==> src/design/tbes_pkg.sv <==
// Shared types and constants for the two-body Euler step block.
`timescale 1ns / 1ps

package tbes_pkg;

    // Number of fraction bits in every fixed-point quantity.
    localparam int FRAC_BITS = 48;

    localparam logic [62:0] MAX63     = 63'h7FFF_FFFF_FFFF_FFFF;
    localparam logic [63:0] SIGN64    = 64'h8000_0000_0000_0000;
    localparam logic [63:0] MAXS64    = 64'h7FFF_FFFF_FFFF_FFFF;
    localparam logic [62:0] UNIT_ONE  = 63'(1) << FRAC_BITS;

    // Configuration register indexes.
    localparam logic [1:0] CFG_GM_FIRST  = 2'd0;
    localparam logic [1:0] CFG_GM_SECOND = 2'd1;
    localparam logic [1:0] CFG_STEP      = 2'd2;
    localparam logic [1:0] CFG_STOP      = 2'd3;

    // Configuration reset values.
    localparam logic [62:0] RST_GM   = 63'd110886;
    localparam logic [62:0] RST_STEP = 63'd281474976710656;
    localparam logic [62:0] RST_STOP = 63'd28147497671066;

    // Positions and velocities of both bodies.
    typedef struct packed {
        logic [63:0] x_first;
        logic [63:0] y_first;
        logic [63:0] x_second;
        logic [63:0] y_second;
        logic [63:0] vx_first;
        logic [63:0] vy_first;
        logic [63:0] vx_second;
        logic [63:0] vy_second;
    } state_t;

    // Micro-operations executed by the datapath.
    typedef enum logic [4:0] {
        U_MOVE_X1, U_MOVE_X2, U_MOVE_Y1, U_MOVE_Y2,
        U_DIFF, U_SQ_X, U_SQ_Y, U_SQRT,
        U_DIV_UX, U_DIV_UY, U_DIV_T1, U_DIV_G1, U_DIV_T2, U_DIV_G2,
        U_MUL_A1X, U_MUL_D1X, U_MUL_A2X, U_MUL_D2X,
        U_MUL_A1Y, U_MUL_D1Y, U_MUL_A2Y, U_MUL_D2Y
    } uop_t;

    // Controller states.
    typedef enum logic [1:0] {
        C_IDLE, C_ISSUE, C_WAIT, C_OUT
    } ctrl_state_t;

    // Commands from the controller to the datapath.
    typedef struct packed {
        logic start;
        uop_t uop;
        logic load;
        logic out_load;
    } cmd_t;

    // Status from the datapath to the controller.
    typedef struct packed {
        logic done;
        logic big;
        logic r_zero;
    } status_t;

endpackage

==> src/design/tbes_ctrl.sv <==
// Controller: accepts words, sequences micro-ops and hands off result words.
`timescale 1ns / 1ps

module tbes_ctrl (
    input  logic              aclk,
    input  logic              aresetn,
    input  logic              s_valid,
    output logic              s_ready,
    input  logic              s_mode,
    output logic              m_valid,
    input  logic              m_ready,
    output tbes_pkg::cmd_t    cmd,
    input  tbes_pkg::status_t sts
);

    tbes_pkg::ctrl_state_t state_reg, state_next;
    tbes_pkg::uop_t        uop_reg, uop_next, uop_after;
    logic                  mode_reg, mode_next, m_valid_reg, m_valid_next, last;

    // Micro-op that follows the current one; last marks the end of an item.
    always_comb begin
        uop_after = uop_reg;
        last      = 1'b0;
        unique case (uop_reg)
            tbes_pkg::U_MOVE_X1: uop_after = tbes_pkg::U_MOVE_X2;
            tbes_pkg::U_MOVE_X2: uop_after = tbes_pkg::U_MOVE_Y1;
            tbes_pkg::U_MOVE_Y1: uop_after = tbes_pkg::U_MOVE_Y2;
            tbes_pkg::U_MOVE_Y2: uop_after = tbes_pkg::U_DIFF;
            tbes_pkg::U_DIFF: begin
                // A huge separation skips the square root.
                if (!sts.big) begin
                    uop_after = tbes_pkg::U_SQ_X;
                end else if (mode_reg) begin
                    uop_after = tbes_pkg::U_DIV_UX;
                end else begin
                    last = 1'b1;
                end
            end
            tbes_pkg::U_SQ_X: uop_after = tbes_pkg::U_SQ_Y;
            tbes_pkg::U_SQ_Y: uop_after = tbes_pkg::U_SQRT;
            tbes_pkg::U_SQRT: begin
                if (mode_reg && !sts.r_zero) begin
                    uop_after = tbes_pkg::U_DIV_UX;
                end else begin
                    last = 1'b1;
                end
            end
            tbes_pkg::U_DIV_UX:  uop_after = tbes_pkg::U_DIV_UY;
            tbes_pkg::U_DIV_UY:  uop_after = tbes_pkg::U_DIV_T1;
            tbes_pkg::U_DIV_T1:  uop_after = tbes_pkg::U_DIV_G1;
            tbes_pkg::U_DIV_G1:  uop_after = tbes_pkg::U_DIV_T2;
            tbes_pkg::U_DIV_T2:  uop_after = tbes_pkg::U_DIV_G2;
            tbes_pkg::U_DIV_G2:  uop_after = tbes_pkg::U_MUL_A1X;
            tbes_pkg::U_MUL_A1X: uop_after = tbes_pkg::U_MUL_D1X;
            tbes_pkg::U_MUL_D1X: uop_after = tbes_pkg::U_MUL_A2X;
            tbes_pkg::U_MUL_A2X: uop_after = tbes_pkg::U_MUL_D2X;
            tbes_pkg::U_MUL_D2X: uop_after = tbes_pkg::U_MUL_A1Y;
            tbes_pkg::U_MUL_A1Y: uop_after = tbes_pkg::U_MUL_D1Y;
            tbes_pkg::U_MUL_D1Y: uop_after = tbes_pkg::U_MUL_A2Y;
            tbes_pkg::U_MUL_A2Y: uop_after = tbes_pkg::U_MUL_D2Y;
            tbes_pkg::U_MUL_D2Y: last = 1'b1;
            default: last = 1'b1;
        endcase
    end

    // Next state.
    always_comb begin
        state_next = state_reg;
        uop_next   = uop_reg;
        mode_next  = mode_reg;
        unique case (state_reg)
            tbes_pkg::C_IDLE: begin
                if (s_valid) begin
                    state_next = tbes_pkg::C_ISSUE;
                    mode_next  = s_mode;
                    uop_next   = s_mode ? tbes_pkg::U_MOVE_X1 : tbes_pkg::U_DIFF;
                end
            end
            tbes_pkg::C_ISSUE: state_next = tbes_pkg::C_WAIT;
            tbes_pkg::C_WAIT: begin
                if (sts.done) begin
                    if (last) begin
                        state_next = tbes_pkg::C_OUT;
                    end else begin
                        state_next = tbes_pkg::C_ISSUE;
                        uop_next   = uop_after;
                    end
                end
            end
            tbes_pkg::C_OUT: begin
                if (!m_valid_reg || m_ready) begin
                    state_next = tbes_pkg::C_IDLE;
                end
            end
            default: state_next = tbes_pkg::C_IDLE;
        endcase
    end

    // Outputs and commands.
    always_comb begin
        s_ready      = 1'b0;
        cmd.start    = 1'b0;
        cmd.uop      = uop_reg;
        cmd.load     = 1'b0;
        cmd.out_load = 1'b0;
        unique case (state_reg)
            tbes_pkg::C_IDLE: begin
                s_ready  = 1'b1;
                cmd.load = s_valid && !s_mode;
            end
            tbes_pkg::C_ISSUE: cmd.start = 1'b1;
            tbes_pkg::C_WAIT:  ;
            tbes_pkg::C_OUT:   cmd.out_load = !m_valid_reg || m_ready;
            default: ;
        endcase
        m_valid_next = cmd.out_load ? 1'b1 : (m_ready ? 1'b0 : m_valid_reg);
    end

    always_ff @(posedge aclk) begin
        if (!aresetn) begin
            state_reg   <= tbes_pkg::C_IDLE;
            uop_reg     <= tbes_pkg::U_DIFF;
            mode_reg    <= 1'b0;
            m_valid_reg <= 1'b0;
        end else begin
            state_reg   <= state_next;
            uop_reg     <= uop_next;
            mode_reg    <= mode_next;
            m_valid_reg <= m_valid_next;
        end
    end

    assign m_valid = m_valid_reg;

    // A result word is never written over one still waiting to be taken.
    a_no_overwrite: assert property (@(posedge aclk) disable iff (!aresetn)
        cmd.out_load |-> (!m_valid_reg || m_ready))
        else $error("result word overwritten before it was taken");

    // Completion is only reported while a micro-op is in flight.
    a_done_in_wait: assert property (@(posedge aclk) disable iff (!aresetn)
        sts.done |-> (state_reg == tbes_pkg::C_WAIT))
        else $error("datapath done outside of a wait");

endmodule

==> config.mk <==
export PLATFORM = sky130hd
export DESIGN_NAME = tbes_ctrl
export DESIGN_NICKNAME = d
export VERILOG_FILES = /design/src/design/tbes_pkg.sv /design/src/design/tbes_ctrl.sv
export SDC_FILE = /design/constraint.sdc
export NUM_CORES = 1
export LEC_CHECK = 0
export ABC_AREA = 1
export BUFFER_PORTS_ARGS = -buffer_cell sky130_fd_sc_hd__buf_2
export CAP_MARGIN = 10
export CORE_UTILIZATION = 50
export CTS_CLUSTER_SIZE = 28
export DETAILED_ROUTE_END_ITERATION = 8
export PLACE_DENSITY_LB_ADDON = 0.1
export SYNTH_ARGS = -nofsm -noshare
export SYNTH_HDL_FRONTEND = slang
export SYNTH_SLANG_ARGS = --single-unit
==> constraint.sdc <==
create_clock -name aclk -period 1.9 [get_ports aclk]
set_input_delay 0.19 -clock aclk [delete_from_list [all_inputs] [get_ports aclk]]
set_output_delay 0.19 -clock aclk [all_outputs]
set_load 0.02 [all_outputs]
==> results.cfg, run 1 <==
[timing]
timing.final.ws_setup_ns = 0.231
setup_viol = 0
skew_ns = 0.00238
tightest_slew_ns = 0.354
hold_viol = 0
slew_headroom_pct = 76.4
timing.final.crit_share_pct = 87.8
max_freq_mhz = 599
fin_crit_ns = 1.67
rsz0062_at_grt = false
fin_setup_tns_ns = 0
maxSlewViolCount = 0

[status]
status = finished clean

[clocking]
clkTransAtPathRegs_ns = 0.06
cts_max_level = 1
cts_inserted_buffers = 3
ctsHoldBuffers = 0
cts_tree = yes
clkLatencyLatePin_ns = 0.26
clkSinkCount = 9
cts_max_path_buffers = 2
clock-root-buffer = clkbuf_4
cts_resized = 0
cts_setup_buffers = 0

[setup_path]
slowest_delay_ns = 0.53
cp-endpoint = uop_reg[4]
crit_chain = inv_2 > nand2_2 > nor2_4 > nand2_2 > nand2_1 > nor2_1 > nand3_2 > nor2_4 > inv_2 > nand2_2 > nand2_1 > nand2_1 > nor2_1
crit_required_ns = 2.05
worst-r2r-setup-slack_ns = 0.23
worst-path-buf-inv = 2
r2r_cells = 13
crit_type = reg2reg
start_kind = register
path_max_fanout = 9
crit_slowest_cell = dfxtp_1
critPathLaunch = uop_reg[3]
path_delay_family = simple AND/OR/NAND/NOR gates
reg2reg_to = uop_reg[4]
worst_setup_path_end_kind = register
r2r-start = uop_reg[3]
path_depth = 13
arrival_ns = 1.82

[power]
max-vdd-ir-drop_uv = 767
p_per_area_nw_per_um2 = 1240
p_leak_nw = 0.584
power_mw = 1.33

[floorplan]
initial_core_util_pct = 53.8
core_area_um2 = 1750
ios = 18
die_x_um = 45.3
fp.dieArea_um2 = 2050
die_h_um = 45.3
row_count = 15

[synth]
synth_warnings = 0
yosysUniqueCellTypes = 21
synth_fp_nets = 170
synth_area_um2 = 938
avgSynthCellArea_um2 = 5.79
yosysTopAreaCell = dfxtp_1
synth_seq_area_share_pct = 19.2
ys_ff_latch = 9
synthTopCellsByArea = dfxtp_1 19%, nand2_1 16%, nor2_1 10%
synth_top_area_share_pct = 19.2
syn_inst = 162

[final_layout]
final_area_um2 = 1070
area.growth.synth_to_final_pct = 13.7
n_antenna_cell = 0
utilization_pct = 61.1
fin_nets = 190
drive_above_1_share_pct = 34.3
largest_reg_flops = 5
n_fill_cell = 173

[drt]
wl_per_cell_um = 11.3
first_pass_iters = 4
vias = 1061
routed_wl_mm = 2.34
drt-initial-drc-count = 35
ant_nets = 0
viasPerCell = 5.15
drc_errors = 0

[placement]
dp_slack_ns = 0.227
routabilityCongestion = 0.918
hpwl_mm = 1.97
numPortBuffers = 17
detailed_place.area_um2 = 1040

[grt]
grt_overflow_total = 0
grt_pass1_wl_mm = 3.87
grt_max_degree = 10
track_usage_pct = 26.3
antenna_found_initial = 0
grt_pass1_vias = 919

[min_path]
hold_path_class = in2reg

[job]
maxCapViolCount = 0
==> cells in the mapped netlist <==
library cell,count
nand2_2,12
nor2_2,4
nand3_2,4
o21ai_1,1
nor3_2,1
nor3b_1,2
inv_2,12
buf_4,3
nor2_4,5
a21oi_2,1
nand4_1,5
nand2_1,40
inv_1,11
o21ai_2,1
a21oi_1,5
nor4_1,1
nor2_1,26
o21ai_0,3
dfxtp_1,9
nor3_1,1
nand3_1,15
==> layout make-up <==
| class | count | area (µm²) | area share (%) |
|---|---|---|---|
| clock inverters | 1 | 5.00 | 0.469 |
| clock buffers | 3 | 22.5 | 2.11 |
| flip-flops and latches | 9 | 180 | 16.9 |
| inverters | 23 | 86.3 | 8.09 |
| multi-input cells | 127 | 649 | 60.8 |
| repair buffers | 18 | 92.6 | 8.68 |
| well taps | 25 | 31.3 | 2.93 |
==> per-layer routing <==
layer	up-vias	part of all wire (%)	global-route usage, %
met5	-	0	0
met4	0	0.51	9.09
met3	2	4.4	2.40
met2	35	48	44.1
met1	473	47	35.0
li1	551	-	-
==> per-stage QoR <==
| stage | std cells | hold WS [ns] |
|---|---|---|
| 2_1_floorplan | 162 | 0.274 |
| 3_3_place_gp | 202 | 0.446 |
| 3_5_place_dp | 202 | 0.451 |
| 4_1_cts | 206 | 0.171 |
| 5_1_grt | 206 | 0.176 |
| 6_report | 206 | 0.181 |
==> cells in the final DEF, fill, tap and decap left out, types with 2 or more instances in the layout <==
master / Yosys / final
nor2_4: 5 / 5
o21ai_0: 3 / 3
nor2_2: 4 / 4
buf_2: 0 / 17
dfxtp_1: 9 / 9
nand3_2: 4 / 4
inv_1: 11 / 11
clkbuf_4: 0 / 3
inv_2: 12 / 12
nand4_1: 5 / 5
a21oi_1: 5 / 5
nand2_1: 40 / 40
nor3b_1: 2 / 2
nand2_2: 12 / 12
nor2_1: 26 / 26
nand3_1: 15 / 15
==> power breakdown <==
part / internal [mW] / switching, mW / leakage [nW] / total, mW
sequential: 0.230 / 0.0850 / 0.0743 / 0.315
combinational: 0.293 / 0.571 / 0.492 / 0.865
clock: 0.0777 / 0.0690 / 0.0177 / 0.147
total: 0.601 / 0.725 / 0.584 / 1.33
==> kinds of logic (layout without fill, tap and decap cells) <==
family,after synthesis,in the layout,share of synthesized area [%]
flip-flops,9,9,19.2
AO/OA/AOI/OAI,11,11,6.67
AND/OR/NAND/NOR,116,116,62.5
buffers and inverters,26,45,11.6
==> worst min path at each step <==
stage	from	slack [ns]	end	cells after the start
2_1_floorplan	aresetn	0.27	uop_reg[2]	1
3_3_place_gp	aresetn	0.45	uop_reg[2]	2
3_5_place_dp	aresetn	0.45	uop_reg[2]	2
4_1_cts	aresetn	0.17	uop_reg[2]	2
5_1_grt	aresetn	0.18	uop_reg[2]	2
6_report	aresetn	0.18	uop_reg[2]	2
(Power assumes the default switching activity.)
==> run 2, diff against run 1 <==
Settings changed: SETUP_SLACK_MARGIN set to 0.3.
==> run 2 against run 1 <==
- register-to-register slack better by 0.10 ns
- largest cell class unchanged
- final area increased by 15%
- critical path type unchanged
- power is 20% higher
- first-iteration DRC count up 60%
==> results.cfg, run 2 (synthesis gave the netlist of run 1 again) <==
[setup_path]
start_kind = register
crit_required_ns = 2.06
crit_type = reg2reg
r2r_cells = 13
path_max_fanout = 6
arrival_ns = 1.72
worst_setup_path_end_kind = register

[final_layout]
drive_above_1_share_pct = 45.5
final_common_cell = nand2_1
final_area_um2 = 1230
n_antenna_cell = 0
largest_reg_flops = 5
n_fill_cell = 162
mostFrequentLayoutCells = 35 x nand2_1, 23 x nor2_1, 17 x buf_2, 15 x nand3_1, 13 x nand2_2
fin_nets = 200
area.growth.synth_to_final_pct = 30.8
multi_input_area_um2 = 706
utilization_pct = 70.3
regArea_um2 = 201

[floorplan]
die_x_um = 45.3
fp.dieArea_um2 = 2050
core_area_um2 = 1750
initial_core_util_pct = 53.8
row_count = 15
ios = 18
die_h_um = 45.3

[grt]
antenna_found_initial = 0
grt_overflow_total = 0
grt_pass1_vias = 925
grt_pass1_wl_mm = 3.92
track_usage_pct = 26.8
grt_max_degree = 10

[clocking]
cts_max_level = 1
cts_tree = yes
clkSinkCount = 9
clock-root-buffer = clkbuf_4
clkTransAtPathRegs_ns = 0.06
clkLatencyLatePin_ns = 0.26
ctsHoldBuffers = 0
cts_inserted_buffers = 3
cts_max_path_buffers = 2

[power]
p_leak_nw = 0.655
power.switching_uw = 838
internal_power_uw = 754
p_clk_share_pct = 9.4
comb_power_share_pct = 68.9
p_seq_share_pct = 21.7
p_sw_share_pct = 52.6
max-vdd-ir-drop_uv = 822
p_per_area_nw_per_um2 = 1300

[timing]
slew_headroom_pct = 77.7
setup_viol = 0
hold_viol = 0
skew_ns = 0.000791
maxSlewViolCount = 0
fin_setup_tns_ns = 0
tightest_slew_ns = 0.332
fin_crit_ns = 1.56
max_freq_mhz = 639
rsz0062_at_grt = false
timing.final.crit_share_pct = 82.3

[placement]
numPortBuffers = 17
routabilityCongestion = 0.918
detailed_place.area_um2 = 1040
hpwl_mm = 1.97

[job]
maxCapViolCount = 0

[drt]
vias = 1147
drc_errors = 0
wl_per_cell_um = 12.8
drt-initial-drc-count = 56
viasPerCell = 5.31
ant_nets = 0
first_pass_iters = 4
routed_wl_mm = 2.76

[min_path]
hold_path_class = in2reg
holdPathStages = 2

[status]
status = finished clean
-- run 2: changes by cell type in the layout (fill, tap and decap cells not counted), moves of 2 or more --
| cell | previous run | this run |
|---|---|---|
| nor2_1 | 26 | 23 |
| buf_4 | 1 | 8 |
| nand2_4 | 0 | 4 |
| dfxtp_4 | 0 | 5 |
| nor2_4 | 5 | 7 |
| dfxtp_1 | 9 | 2 |
| dfxtp_2 | 0 | 2 |
| nand2_1 | 40 | 35 |
| buf_6 | 0 | 2 |
-- run 2: power groups by stage --
| stage | clock (mW) | combinational [mW] | sequential (mW) |
|---|---|---|---|
| finish | 0.150 | 1.10 | 0.346 |
| global route | 0.160 | 1.21 | 0.351 |
| CTS | 0.155 | 0.867 | 0.318 |
| detailed placement | 0 | 0.864 | 0.318 |
| global placement | 0 | 0.872 | 0.312 |
| floorplan | 0 | 0.671 | 0.322 |
-- run 2: metal layers --
metal  wire length, µm  track usage [%]
met5                 0                0
met1              1180             35.0
met2              1410             46.1
met4                29             9.09
met3               136             2.40
-- run 2: final timing paths --
check | from | to | slack (ns)
setup / recovery | uop_reg[0] | uop_reg[4] | 0.34
hold / removal | aresetn | uop_reg[2] | 0.18
hold reg to reg | state_reg[0] | state_reg[0] | 0.55
setup reg to reg | uop_reg[0] | uop_reg[4] | 0.34
-- run 2: cell type report --
type / count / area share (%)
tap: 25 / 2.55
timing repair buffer: 28 / 14.1
clock buffer: 3 / 1.83
multi-input combinational: 127 / 57.5
clock inverter: 1 / 0.408
sequential: 9 / 16.4
inverter: 23 / 7.24
-- run 2: per-stage QoR --
| stage | hold slack (ns) | setup slack (ns) | std cells | power, mW |
|---|---|---|---|---|
| floorplan | 0.274 | 0.329 | 162 | 0.993 |
| global placement | 0.446 | 0.256 | 202 | 1.18 |
| detailed placement | 0.451 | 0.227 | 202 | 1.18 |
| CTS | 0.171 | 0.309 | 206 | 1.34 |
| global route | 0.182 | 0.218 | 216 | 1.72 |
| finish | 0.181 | 0.336 | 216 | 1.59 |
-- run 2: repair_timing --
action	in CTS	in global routing
hold endpoints to repair	0	0
resized for setup	3	27
buffers inserted	0	10
pin swaps	0	6
setup endpoints to repair	3	5
-- run 2: critical path, cell delays in order, from the launching register on --
cell and delay [ns]:
dfxtp_4 0.41, inv_2 0.07, nand2_2 0.10, nand2_2 0.10, nand2_4 0.09, nand2_4 0.05
nor2_4 0.12, nand3_2 0.09, nor2_4 0.15, inv_2 0.04, nand2_2 0.09, nand2_2 0.05
nand2_2 0.06, nor2_1 0.04
==> run 3, diff against run 2 <==
Settings changed: CORE_UTILIZATION 50 to 49.
Clock period 1.9 ns to 1.3 ns, I/O delays scaled along.
==> run 3 against run 2 <==
- the run now fails in 5_1_grt
- synthesized cell count unchanged
- synthesized area unchanged
==> results.cfg, run 3 <==
[status]
status = did not finish
stop_stage = 5_1_grt
stop_error = [ERROR GRT-0232] Routing congestion too high. Check the congestion heatmap in the GUI.

[placement]
routabilityCongestion = 1.08
dp_cells = 227
detailed_place.area_um2 = 1260
numPortBuffers = 17
hpwl_mm = 2.28

[synth]
synth_warnings = 0
synthTopCellsByCount = 40 x nand2_1, 26 x nor2_1, 15 x nand3_1
synth_area_um2 = 938
synth_compound_area_share_pct = 6.67
synth-simple-area-share_pct = 62.5
avgSynthCellArea_um2 = 5.79
synthAdderAreaFrac_pct = 0
synth_xor_area_share_pct = 0
ys_ff_latch = 9
synth_top_family_by_area = simple AND/OR/NAND/NOR gates
yosys_most_used_dff = dfxtp_1
synth_edf_count = 0
synthTopCellsByArea = dfxtp_1 19%, nand2_1 16%, nor2_1 10%
syn_inst = 162
yosysUniqueCellTypes = 21
synth.area.mux_share_pct = 0
synth_fp_nets = 170
yosysTopAreaCell = dfxtp_1
synthArstFlopShare_pct = 0
synth_seq_area_share_pct = 19.2
synth_top_area_share_pct = 19.2
post-synth-top-count-cell = nand2_1

[floorplan]
row_count = 15
die_h_um = 45.8
die_x_um = 45.8
initial_core_util_pct = 53.2
ios = 18

[grt]
track_usage_pct = 64.9
grt_overflow_total = 19
grt_max_degree = 10

[timing]
grt-worst-endpoint = uop_reg[1]$_SDFFE_PN0P_/D
endpoint_type = register input

[clocking]
clkSinkCount = 9
clock-root-buffer = clkbuf_4
cts_max_level = 1
ctsHoldBuffers = 0
cts_max_path_buffers = 2
cts_inserted_buffers = 3
-- run 3: cell counts after synthesis --
Identical to the previous run, type by type.
-- run 3: repair_timing --
item / 4_1_cts
gates cloned: 0
buffers inserted: 7
pin swaps: 12
resized for setup: 54
setup endpoints to repair: 17
-- run 3: per-stage QoR --
stage | setup WS, ns | hold WS (ns)
2_1_floorplan | -0.123 | 0.215
3_3_place_gp | -0.293 | 0.398
3_5_place_dp | -0.282 | 0.407
4_1_cts | -0.164 | 0.132
-- run 3: routing by layer --
metal / overflow / global-route usage, %
met5: 0 / 0
met1: 0 / 61.0
met2: 9 / 86.0
met4: 10 / 77.6
met3: 0 / 42.5
-- run 3: cell families after synthesis --
family          count (synthesis)
simple gates                  116
buf+inv                        26
compound gates                 11
flops                           9
==> run 4, diff against run 3 <==
Settings changed: CORE_AREA set to 2 2 63 65, CORE_UTILIZATION 49 to not set, CTS_CLUSTER_SIZE 28 to not set, DIE_AREA set to 0 0 65 67, PLACE_DENSITY_LB_ADDON 0.1 to 0.15, SETUP_SLACK_MARGIN 0.3 to not set.
Clock period 1.3 ns to 1.7 ns, I/O delays scaled along.
==> run 4 against run 3 <==
- the run now ends clean
==> results.cfg, run 4 (synthesis gave the netlist of run 1 again) <==
[final_layout]
fin_nets = 191
n_fill_cell = 401
n_antenna_cell = 0
final_common_cell = nand2_1
drive_above_1_share_pct = 36.3
largest_reg_flops = 5
mostFrequentLayoutCells = 40 x nand2_1, 26 x nor2_1, 17 x buf_2, 15 x nand3_1
area.growth.synth_to_final_pct = 20.0

[timing]
hold_viol = 0
timing.final.ws_setup_ns = 0.161
tightest_slew_ns = 0.312
timing.final.crit_share_pct = 90.5
setup_viol = 0
rsz0062_at_grt = false
fin_setup_tns_ns = 0
fin_crit_ns = 1.54
skew_ns = 0.00104
max_freq_mhz = 650
slew_headroom_pct = 79.0
maxSlewViolCount = 0

[drt]
wl_per_cell_um = 10.8
routed_wl_mm = 2.48
viasPerCell = 4.53
first_pass_iters = 6
ant_nets = 0
drt-initial-drc-count = 30
drc_errors = 0
vias = 1042

[clocking]
clock-root-buffer = clkbuf_8
cts_max_path_buffers = 2
clkLatencyLatePin_ns = 0.23
cts_inserted_buffers = 3
cts_setup_buffers = 0
cts_tree = yes
cts_resized = 0
clkTransAtPathRegs_ns = 0.04
cts_max_level = 1
clkSinkCount = 9
ctsHoldBuffers = 0

[floorplan]
row_count = 22
fp.dieArea_um2 = 4360
ios = 18
die_x_um = 65
initial_core_util_pct = 26.0
core_area_um2 = 3610
die_h_um = 67

[setup_path]
path_delay_family = simple AND/OR/NAND/NOR gates
r2r-start = uop_reg[1]
critPathLaunch = uop_reg[1]
path_max_fanout = 7
crit_type = reg2reg
slowest_delay_ns = 0.35
reg2reg_to = uop_reg[0]
crit_chain = nor2_2 > nand3_2 > nand2_2 > nor2_1 > nand3_2 > nor2_4 > nor2_4 > nand2_1 > nand2_1 > nor2_1
r2r_cells = 10
arrival_ns = 1.66
worst-path-buf-inv = 0
crit_slowest_cell = dfxtp_2
worst-r2r-setup-slack_ns = 0.16
crit_required_ns = 1.82
start_kind = register
worst_setup_path_end_kind = register

[power]
max-vdd-ir-drop_uv = 597
p_leak_nw = 0.595
p_per_area_nw_per_um2 = 1400
power_mw = 1.58

[grt]
grt_overflow_total = 0
grt_pass1_vias = 960
grt_pass1_wl_mm = 4.09
antenna_found_initial = 0
track_usage_pct = 12.1
grt_max_degree = 9

[placement]
dp_slack_ns = 0.0810
numPortBuffers = 17
hpwl_mm = 2.08
routabilityCongestion = 0.801

[job]
maxCapViolCount = 0

[min_path]
hold_path_class = in2reg
min_from = aresetn
holdPathStages = 2
min_to = uop_reg[2]

[status]
status = finished clean
-- run 4: worst max path at each step --
stage / depth (start not counted) / endpoint / slack, ns
6_report: 10 / uop_reg[0] / 0.16
5_1_grt: 9 / uop_reg[0] / 0.04
4_1_cts: 13 / uop_reg[4] / 0.07
3_5_place_dp: 13 / uop_reg[4] / 0.08
3_3_place_gp: 11 / uop_reg[3] / 0.07
2_1_floorplan: 14 / uop_reg[4] / 0.13
-- run 4: per-stage QoR --
stage / cell area, µm² / hold WS [ns] / utilization, % / std cells
floorplan: 938 / 0.254 / - / 162
global placement: 1080 / 0.444 / 29.8 / 226
detailed placement: 1080 / 0.434 / 29.8 / 226
CTS: 1120 / 0.194 / 31.1 / 230
global route: 1130 / 0.200 / 31.2 / 230
finish: 1130 / 0.193 / 31.2 / 230
-- run 4: area by class of cell --
cell class | instances | area (µm²) | area share [%]
clock buffers | 4 | 45.0 | 4.00
multi-input cells | 127 | 649 | 57.7
repair buffers | 19 | 100 | 8.89
inverters | 23 | 86.3 | 7.67
flip-flops and latches | 9 | 185 | 16.4
well taps | 48 | 60.1 | 5.33
-- run 4: worst reg2reg max path, cell delays in order, from the launching register on --
cell and delay (ns):
dfxtp_2 0.35, nor2_2 0.30, nand3_2 0.13, nand2_2 0.12, nor2_1 0.07, nand3_2 0.10, nor2_4 0.05, nor2_4 0.15
nand2_1 0.08, nand2_1 0.06, nor2_1 0.04
-- run 4: metal layers --
metal	global-route usage, %	part of all wire, %	vias up
li1	-	-	553
met1	15.0	47	461
met2	20.4	48	23
met3	1.01	3.1	5
met4	7.45	1.7	0
met5	0	0	-
-- run 4: power breakdown --
part	switching, mW	internal (mW)	total [mW]
registers	0.0836	0.265	0.348
logic	0.651	0.336	0.987
clock network	0.0824	0.163	0.246
total	0.817	0.764	1.58
